--- src/rtl/core/feso_pkg.sv ---
package feso_pkg;

  localparam int SAMPLE_W   = 16;
  localparam int LEVEL_W    = 16;
  localparam int DELAY_W    = 16;
  localparam int FRAC_W     = 15;
  localparam int POS_W      = 17;
  localparam int CFG_IDX_W  = 2;
  localparam int CFG_DATA_W = 16;

  localparam int MAX_DELAY_DEFAULT = 65536;

  typedef logic signed [SAMPLE_W-1:0] sample_t;

  localparam sample_t SAMPLE_MAX = sample_t'(16'h7FFF);
  localparam sample_t SAMPLE_MIN = sample_t'(16'h8000);

  // Register indexes on the configuration port.
  localparam logic [CFG_IDX_W-1:0] REG_DELAY = CFG_IDX_W'(0);
  localparam logic [CFG_IDX_W-1:0] REG_LEVEL = CFG_IDX_W'(1);

  localparam logic [DELAY_W-1:0] DELAY_RESET = DELAY_W'(1000);
  localparam logic [LEVEL_W-1:0] LEVEL_RESET = LEVEL_W'(16384);

  localparam logic [POS_W-1:0] POS_MAX = '1;

  typedef struct packed {
    logic echo_on;
    logic zero_delay;
    logic fwd;
  } mix_ctl_t;

endpackage

--- src/rtl/core/feso_mix.sv ---
module feso_mix import feso_pkg::*; (
  input  sample_t              x,
  input  sample_t              past_mem,
  input  sample_t              past_fwd,
  input  logic [LEVEL_W-1:0]   level,
  input  mix_ctl_t             ctl,
  output sample_t              y
);

  localparam int MAG_W  = SAMPLE_W + 1;
  localparam int PROD_W = MAG_W + LEVEL_W;
  localparam int Q_W    = PROD_W - FRAC_W;
  localparam int SUM_W  = Q_W + 1;

  localparam logic signed [SUM_W-1:0] SUM_HI = SUM_W'(SAMPLE_MAX);
  localparam logic signed [SUM_W-1:0] SUM_LO = SUM_W'(SAMPLE_MIN);

  sample_t                   past;
  logic signed [MAG_W-1:0]   past_ext;
  logic [MAG_W-1:0]          mag;
  logic [PROD_W-1:0]         prod;
  logic [Q_W-1:0]            q;
  logic signed [SUM_W-1:0]   term;
  logic signed [SUM_W-1:0]   sum;

  always_comb begin
    priority if (ctl.zero_delay) begin
      past = x;
    end else if (ctl.fwd) begin
      past = past_fwd;
    end else begin
      past = past_mem;
    end

    // Scale the magnitude so that the product truncates toward zero.
    past_ext = MAG_W'(past);
    mag      = past[SAMPLE_W-1] ? MAG_W'(-past_ext) : MAG_W'(past_ext);
    prod     = PROD_W'(mag) * PROD_W'(level);
    q        = prod[PROD_W-1:FRAC_W];
    term     = past[SAMPLE_W-1] ? -$signed({1'b0, q}) : $signed({1'b0, q});
    sum      = SUM_W'(x) + term;

    if (!ctl.echo_on) begin
      y = x;
    end else if (sum > SUM_HI) begin
      y = SAMPLE_MAX;
    end else if (sum < SUM_LO) begin
      y = SAMPLE_MIN;
    end else begin
      y = sample_t'(sum[SAMPLE_W-1:0]);
    end
  end

endmodule

--- config.mk ---
export PLATFORM = sky130hd
export DESIGN_NAME = feso_mix
export DESIGN_NICKNAME = d
export VERILOG_FILES = /design/src/rtl/core/feso_pkg.sv /design/src/rtl/core/feso_mix.sv
export SDC_FILE = /design/constraint.sdc
export NUM_CORES = 1
export LEC_CHECK = 0
export BUFFER_PORTS_ARGS = -buffer_cell sky130_fd_sc_hd__buf_2
export CORE_ASPECT_RATIO = 2
export CORE_MARGIN = 4
export CORE_UTILIZATION = 70
export DETAILED_ROUTE_END_ITERATION = 10
export PLACE_DENSITY = 0.91
export SYNTH_ARGS = -nofsm -noshare
export SYNTH_HDL_FRONTEND = slang
export SYNTH_SLANG_ARGS = --single-unit
--- constraint.sdc ---
create_clock -name vclk -period 26
set_clock_uncertainty 0.1 [all_clocks]
set_input_delay 3.9 -clock vclk [all_inputs]
set_output_delay 3.9 -clock vclk [all_outputs]
set_load 0.005 [all_outputs]
==> flow_summary.json, run 1 <==
{
  "syn-cell-area_mm2": 0.01162,
  "startpoint_type_of_the_worst_setup_path": "primary input",
  "floorplan.die_area_mm2": 0.01885,
  "most_frequent_cells_in_the_layout": "250 x inv_1, 208 x fa_1, 196 x nand2_1, 133 x and2_1, 122 x ha_1",
  "nFlopsAndLatches": 0,
  "hold_class": "primary input to output port",
  "min_period_ns": 20.68,
  "floorplan.rows": 66,
  "hold_viol_final": 0,
  "post_synth.cell_area_avg_um2": 8.111,
  "design.portCount": 83,
  "yosysWarningCount": 0,
  "critical-path-top-cell-by-count": "fa_1",
  "slew-limit-headroom_pct": 28.64,
  "num-clock-buffers": 0,
  "max_stage_delay_ns": 0.69,
  "vias_in_the_first_global_route": 11930,
  "status": "finished clean",
  "drc_violation_total_after_the_first_tritonroute_iteration": 577,
  "final_max_slew_viol_count": 0,
  "worstSetupPathType": "primary input to output port",
  "cts_resized": 0,
  "seq_area_um2": 0,
  "drt_pass_1_iters": 5,
  "gpl.final_weighted_congestion": 0.9901,
  "synth_area_leaders": "fa_1 36%, ha_1 13%, inv_1 8.1%, and2_1 7.2%, nand2_1 6.3%",
  "antenna-diode-count": 0,
  "synth.largest_area_cell": "fa_1",
  "grt_antenna_before_repair": 0,
  "n_fill_cell": 1211,
  "netlist_instances": 1433,
  "synth_largest_type_area_fraction_pct": 35.83,
  "grt_start_max_net_pins": 39,
  "transition_at_the_pin_with_the_smallest_max_transition_slack_ns": 1.070,
  "post-place-cells": 1688,
  "cts.repair_timing.setup_buffer_count": 0,
  "globalRouteOverflowTotal": 0,
  "critical-path-slowest-cell": "xor2_2",
  "drt.antenna.violating_nets": 0,
  "dr_total_vias": 10470,
  "floorplan.core_area_mm2": 0.01627,
  "flow.area_growth_from_synthesis_pct": 5.307,
  "final.period_utilization_pct": 79.53,
  "sequential_fraction_of_the_synthesis_area_pct": 0,
  "route.final.wire_length_um": 32800,
  "portBuffers": 83,
  "start_util_pct": 71.44,
  "postLayoutCoreUtil_pct": 75.23,
  "drive_gt1_share_pct": 9.704,
  "dieWidth_um": 99.12,
  "final_nets": 1883,
  "finalSetupTns_ns": 0,
  "detail_route.wl_per_cell_um": 19.43,
  "setup.worst_path.end_class": "output port",
  "drcViolationCount": 0,
  "cts_hold_buf": 0,
  "stdcell_count": 1688,
  "avgViaCountPerCell": 6.204,
  "dieHeight_um": 190.2,
  "setup_repair_after_global_routing_missed_its_margin": "false",
  "maxCapViolCount": 0,
  "mostFrequentLayoutCell": "inv_1",
  "maximum_clock_frequency_mhz": 48.36,
  "dp_hpwl_um": 28290,
  "grt_first_pass_wirelength_um": 55060,
  "worstPathRequired_ns": 22.00,
  "worst-path-max-fanout": 19,
  "endpoint_arrival_time_on_the_critical_path_ns": 16.68,
  "post_synth_num_cell_types": 80,
  "track_usage_pct": 36.25,
  "setup_viol": 0
}
-- worst paths after layout --
check	endpoint	from	slack (ns)	depth (start not counted)
worst min-delay path	y[0]	x[0]	8.03	4
worst max-delay path	y[2]	ctl[0]	5.32	42
-- cell families after synthesis --
kind of cell	after synthesis	synth area share, %
simple gates	483	20.54
fa+ha+maj	330	48.96
buf+inv	312	10.24
compound gates	225	13.73
xor+xnor	58	4.435
mux	23	2.035
other cells	2	0.06462
-- layer usage --
metal  GRT usage [%]  part of all wire (%)
met5               0                     0
met4           26.99                   9.7
met3           3.149                   5.0
met2           68.34                    54
met1           35.60                    31
-- stage by stage --
step                      hold slack [ns]  setup WS (ns)  cell area [um2]
after floorplan                     7.794          7.132            11670
after global placement              8.025          5.721            12240
after detailed placement            8.028          5.475            12240
after CTS                           8.028          5.428            12240
after global routing                8.043          4.540            12240
final                               8.030          5.322            12240
-- final cells by class --
cell class | instances | area [um2] | area share [%]
Multi-Input combinational cell | 1135 | 10510 | 85.90
Inverter | 251 | 942.2 | 7.698
Timing Repair Buffer | 98 | 528.0 | 4.314
Tap cell | 204 | 255.2 | 2.085
-- synthesized netlist by cell type (16+ instances only) --
library cell  instances
mux2i_1              20
fa_1                208
xor2_1               20
and2_1              133
nand2_1             196
nand3_1              17
a21oi_1              67
inv_1               250
xnor2_1              37
nor3_1               16
clkbuf_1             50
ha_1                122
o21ai_0              40
nor2_1               60
-- worst max-delay path: cells and delay by family --
kind,cells,cell delay (ns)
buf+inv,6,0.83
xor+xnor,3,1.11
mux,1,0.27
fa+ha+maj,8,3.46
compound gates,10,2.96
simple gates,14,4.13
Power of run 1 is left out: the tool's default activity adds up to more than one toggle a clock period on the data nets, which glitch-free logic cannot reach.
==> run 2: changes to the inputs <==
--- a/config.mk
+++ b/config.mk
@@ -8,9 +8,9 @@
 export BUFFER_PORTS_ARGS = -buffer_cell sky130_fd_sc_hd__buf_2
 export CORE_ASPECT_RATIO = 2
 export CORE_MARGIN = 4
-export CORE_UTILIZATION = 70
+export CORE_UTILIZATION = 65
 export DETAILED_ROUTE_END_ITERATION = 10
-export PLACE_DENSITY = 0.91
+export PLACE_DENSITY = 0.85
 export SYNTH_ARGS = -nofsm -noshare
 export SYNTH_HDL_FRONTEND = slang
 export SYNTH_SLANG_ARGS = --single-unit
==> constraint.sdc (replaced) <==
create_clock -name vclk -period 19.9
set_clock_uncertainty 0.1 [all_clocks]
set_input_delay 2.985 -clock vclk [all_inputs]
set_output_delay 2.985 -clock vclk [all_outputs]
set_load 0.005 [all_outputs]
==> flow_summary.json, run 2 (synthesis results as in run 1) <==
{
  "status": "finished clean",
  "dieWidth_um": 102.6,
  "floorplan.rows": 68,
  "setup_viol": 0,
  "track_usage_pct": 34.46,
  "grt_antenna_before_repair": 0,
  "cts_hold_buf": 0,
  "nFlopsAndLatches": 0,
  "critical-path-top-cell-by-count": "fa_1",
  "final_nets": 1888,
  "critPathBufInv": 7,
  "maximum_clock_frequency_mhz": 52.85,
  "cts_resized": 0,
  "critical_path.top_delay_family": "adder cells",
  "transition_at_the_pin_with_the_smallest_max_transition_slack_ns": 0.9340,
  "most_frequent_cells_in_the_layout": "250 x inv_1, 208 x fa_1, 196 x nand2_1, 133 x and2_1, 122 x ha_1",
  "hold_viol_final": 0,
  "drt_pass_1_iters": 5,
  "final_max_slew_viol_count": 0,
  "finalSetupTns_ns": 0,
  "floorplan.die_area_mm2": 0.02021,
  "hold_path.startpoint": "x[14]",
  "postLayoutCoreUtil_pct": 70.30,
  "seq_area_um2": 0,
  "dieHeight_um": 197.1,
  "flow.area_growth_from_synthesis_pct": 5.501,
  "gpl.final_weighted_congestion": 0.9970,
  "drc_violation_total_after_the_first_tritonroute_iteration": 484,
  "drive_gt1_share_pct": 9.805,
  "startpoint_type_of_the_worst_setup_path": "primary input",
  "hold_class": "primary input to output port",
  "max_stage_delay_ns": 0.71,
  "mostFrequentLayoutCell": "inv_1",
  "floorplan.core_area_mm2": 0.01744,
  "drcViolationCount": 0,
  "worst-path-max-fanout": 19,
  "worstSetupPathType": "primary input to output port",
  "avgViaCountPerCell": 6.194,
  "detail_route.wl_per_cell_um": 19.69,
  "design.portCount": 83,
  "hold_depth": 4,
  "grt_start_max_net_pins": 39,
  "portBuffers": 83,
  "hold-path-endpoint": "y[14]",
  "grt_first_pass_wirelength_um": 54700,
  "dr_total_vias": 10520,
  "slew-limit-headroom_pct": 37.52,
  "maxCapViolCount": 0,
  "setup_repair_after_global_routing_missed_its_margin": "false",
  "critical-path-slowest-cell": "or4_1",
  "route.final.wire_length_um": 33450,
  "globalRouteOverflowTotal": 0,
  "dp_hpwl_um": 28160,
  "min_period_ns": 18.92,
  "cts.repair_timing.setup_buffer_count": 0,
  "drt.antenna.violating_nets": 0,
  "antenna-diode-count": 0,
  "worstPathRequired_ns": 16.82,
  "setup.worst_path.end_class": "output port",
  "num-clock-buffers": 0,
  "start_util_pct": 66.64,
  "endpoint_arrival_time_on_the_critical_path_ns": 15.83,
  "final.period_utilization_pct": 95.07,
  "vias_in_the_first_global_route": 11420
}
-- run 2: cell count changes in the layout (fill, tap and decap cells not counted) --
cell	before	now
xnor2_2	2	1
xor2_2	2	0
buf_4	15	20
xor2_1	18	20
xnor2_1	36	37
-- run 2: worst min-delay path, delay by kind of cell --
family                 cells  cell delay, ns
buffers and inverters      2            0.22
AOI/OAI and AO/OA          1            0.05
and+or+nand+nor            1            0.07
-- run 2: per-layer routing --
metal | vias up | GRT usage [%] | share of wire, %
li1 | 4706 | - | -
met3 | 194 | 3.818 | 6.4
met4 | 0 | 26.62 | 10
met2 | 520 | 61.58 | 52
met1 | 5103 | 35.19 | 31
met5 | - | 0 | 0
-- run 2: area by class of cell --
cell class | count | area (um2)
fillers | 1386 | 5180
inverters | 251 | 942.2
multi-input cells | 1135 | 10490
well taps | 210 | 262.8
repair buffers | 103 | 565.5
-- run 2: worst max path at each step --
stage                     cells after the start    from    end
after floorplan                              45  ctl[0]  y[10]
after global placement                       43  ctl[0]   y[2]
after detailed placement                     43  ctl[0]  y[11]
after CTS                                    43  ctl[0]  y[11]
after global routing                         43  ctl[1]   y[5]
final                                        44  ctl[0]  y[11]
-- run 2: per-stage QoR --
stage / area, um2 / cells / setup slack [ns] / hold WS, ns
2_1_floorplan: 11670 / 1447 / 2.862 / 5.964
3_3_place_gp: 12260 / 1699 / 1.448 / 6.204
3_5_place_dp: 12260 / 1699 / 1.167 / 6.209
4_1_cts: 12260 / 1699 / 1.097 / 6.211
5_1_grt: 12260 / 1699 / 0.1606 / 6.254
6_report: 12260 / 1699 / 0.9803 / 6.215
Power of run 2 is left out for the same reason.
==> run 3: changes to the inputs <==
--- a/config.mk
+++ b/config.mk
@@ -8,9 +8,8 @@
 export BUFFER_PORTS_ARGS = -buffer_cell sky130_fd_sc_hd__buf_2
 export CORE_ASPECT_RATIO = 2
 export CORE_MARGIN = 4
-export CORE_UTILIZATION = 65
+export CORE_UTILIZATION = 45
 export DETAILED_ROUTE_END_ITERATION = 10
-export PLACE_DENSITY = 0.85
 export SYNTH_ARGS = -nofsm -noshare
 export SYNTH_HDL_FRONTEND = slang
 export SYNTH_SLANG_ARGS = --single-unit
==> flow_summary.json, run 3 (synthesis results as in run 1) <==
{
  "status": "finished clean",
  "endpoint_arrival_time_on_the_critical_path_ns": 15.58,
  "worst-path-max-fanout": 19,
  "finalSetupTns_ns": 0,
  "grt_antenna_before_repair": 0,
  "most_frequent_cells_in_the_layout": "250 x inv_1, 208 x fa_1, 196 x nand2_1, 133 x and2_1, 122 x ha_1",
  "holdWs_ns": 6.221,
  "num-clock-buffers": 0,
  "nFlopsAndLatches": 0,
  "slew-limit-headroom_pct": 23.93,
  "post-route-cell-area_mm2": 0.01241,
  "drc_violation_total_after_the_first_tritonroute_iteration": 527,
  "final_max_slew_viol_count": 0,
  "grt_first_pass_wirelength_um": 57320,
  "dieHeight_um": 235.3,
  "cp.depth": 43,
  "postLayoutCoreUtil_pct": 48.59,
  "floorplan.core_area_mm2": 0.02555,
  "drt.antenna.violating_nets": 0,
  "antenna-diode-count": 0,
  "setup_repair_after_global_routing_missed_its_margin": "false",
  "hold_viol_final": 0,
  "track_usage_pct": 25.29,
  "hold_depth": 4,
  "transition_at_the_pin_with_the_smallest_max_transition_slack_ns": 1.141,
  "dp_hpwl_um": 30310,
  "worstSetupPathType": "primary input to output port",
  "grt_start_max_net_pins": 39,
  "drive_gt1_share_pct": 9.758,
  "route.final.wire_length_um": 34780,
  "maxCapViolCount": 0,
  "setup.worst_path.end_class": "output port",
  "n_fill_cell": 2685,
  "critical-path-top-cell-by-count": "fa_1",
  "drcViolationCount": 0,
  "start_util_pct": 45.49,
  "portBuffers": 83,
  "floorplan.die_area_mm2": 0.02862,
  "startpoint_type_of_the_worst_setup_path": "primary input",
  "detail_route.wl_per_cell_um": 19.05,
  "critical-path-slowest-cell": "or4_1",
  "flow.area_growth_from_synthesis_pct": 6.814,
  "final_nets": 1885,
  "gpl.final_weighted_congestion": 0.9834,
  "drt_pass_1_iters": 5,
  "final.period_utilization_pct": 93.81,
  "floorplan.rows": 83,
  "dieWidth_um": 121.6,
  "seq_area_um2": 0,
  "setup_viol": 0,
  "globalRouteOverflowTotal": 0,
  "dr_total_vias": 10110,
  "min_period_ns": 18.67,
  "placed_cell_area_mm2": 0.01241,
  "hold_class": "primary input to output port",
  "vias_in_the_first_global_route": 11200,
  "cts_hold_buf": 0,
  "worstPathRequired_ns": 16.82,
  "mostFrequentLayoutCell": "inv_1",
  "design.portCount": 83,
  "critPathBufInv": 8,
  "critical_path.top_delay_family": "adder cells",
  "maximum_clock_frequency_mhz": 53.57,
  "cts.repair_timing.setup_buffer_count": 0,
  "max_stage_delay_ns": 0.69,
  "avgViaCountPerCell": 5.535
}
## run 3: cell count changes in the layout (fill, tap and decap cells not counted), sizes merged
cell	delta
buf	-3
## run 3: final timing paths
path | to | from
max | y[11] | ctl[0]
min | y[5] | x[5]
## run 3: cell type report
cell class | count | area (um2) | share of cell area, %
multi-input combinational | 1135 | 10500 | 84.61
inverter | 251 | 942.2 | 7.589
timing repair buffer | 100 | 543.0 | 4.374
tap | 340 | 425.4 | 3.427
## run 3: repair_timing
action,4_1_cts,5_1_grt
hold endpoints to repair,0,0
resized for setup,0,1
endpoints found under the setup margin,0,2
## run 3: metrics by stage
stage	setup WS, ns	instances
after floorplan	2.862	1447
after global placement	1.042	1826
after detailed placement	0.9911	1826
after CTS	0.9492	1826
after global routing	0.2870	1826
final	1.231	1826
## run 3: tightest hold or removal path, stage by stage
cell and delay [ns]:
buf_2 0.11, nand2_1 0.06, o311ai_2 0.07, buf_2 0.11
## run 3: routing by layer
| metal | vias to the layer above | wire (um) | track usage [%] |
|---|---|---|---|
| li1 | 4698 | - | - |
| met5 | - | 0 | 0 |
| met1 | 5025 | 11570 | 25.00 |
| met2 | 279 | 20020 | 51.47 |
| met4 | 0 | 2280 | 12.14 |
| met3 | 105 | 904 | 0.9377 |
Power of run 3 is left out for the same reason.
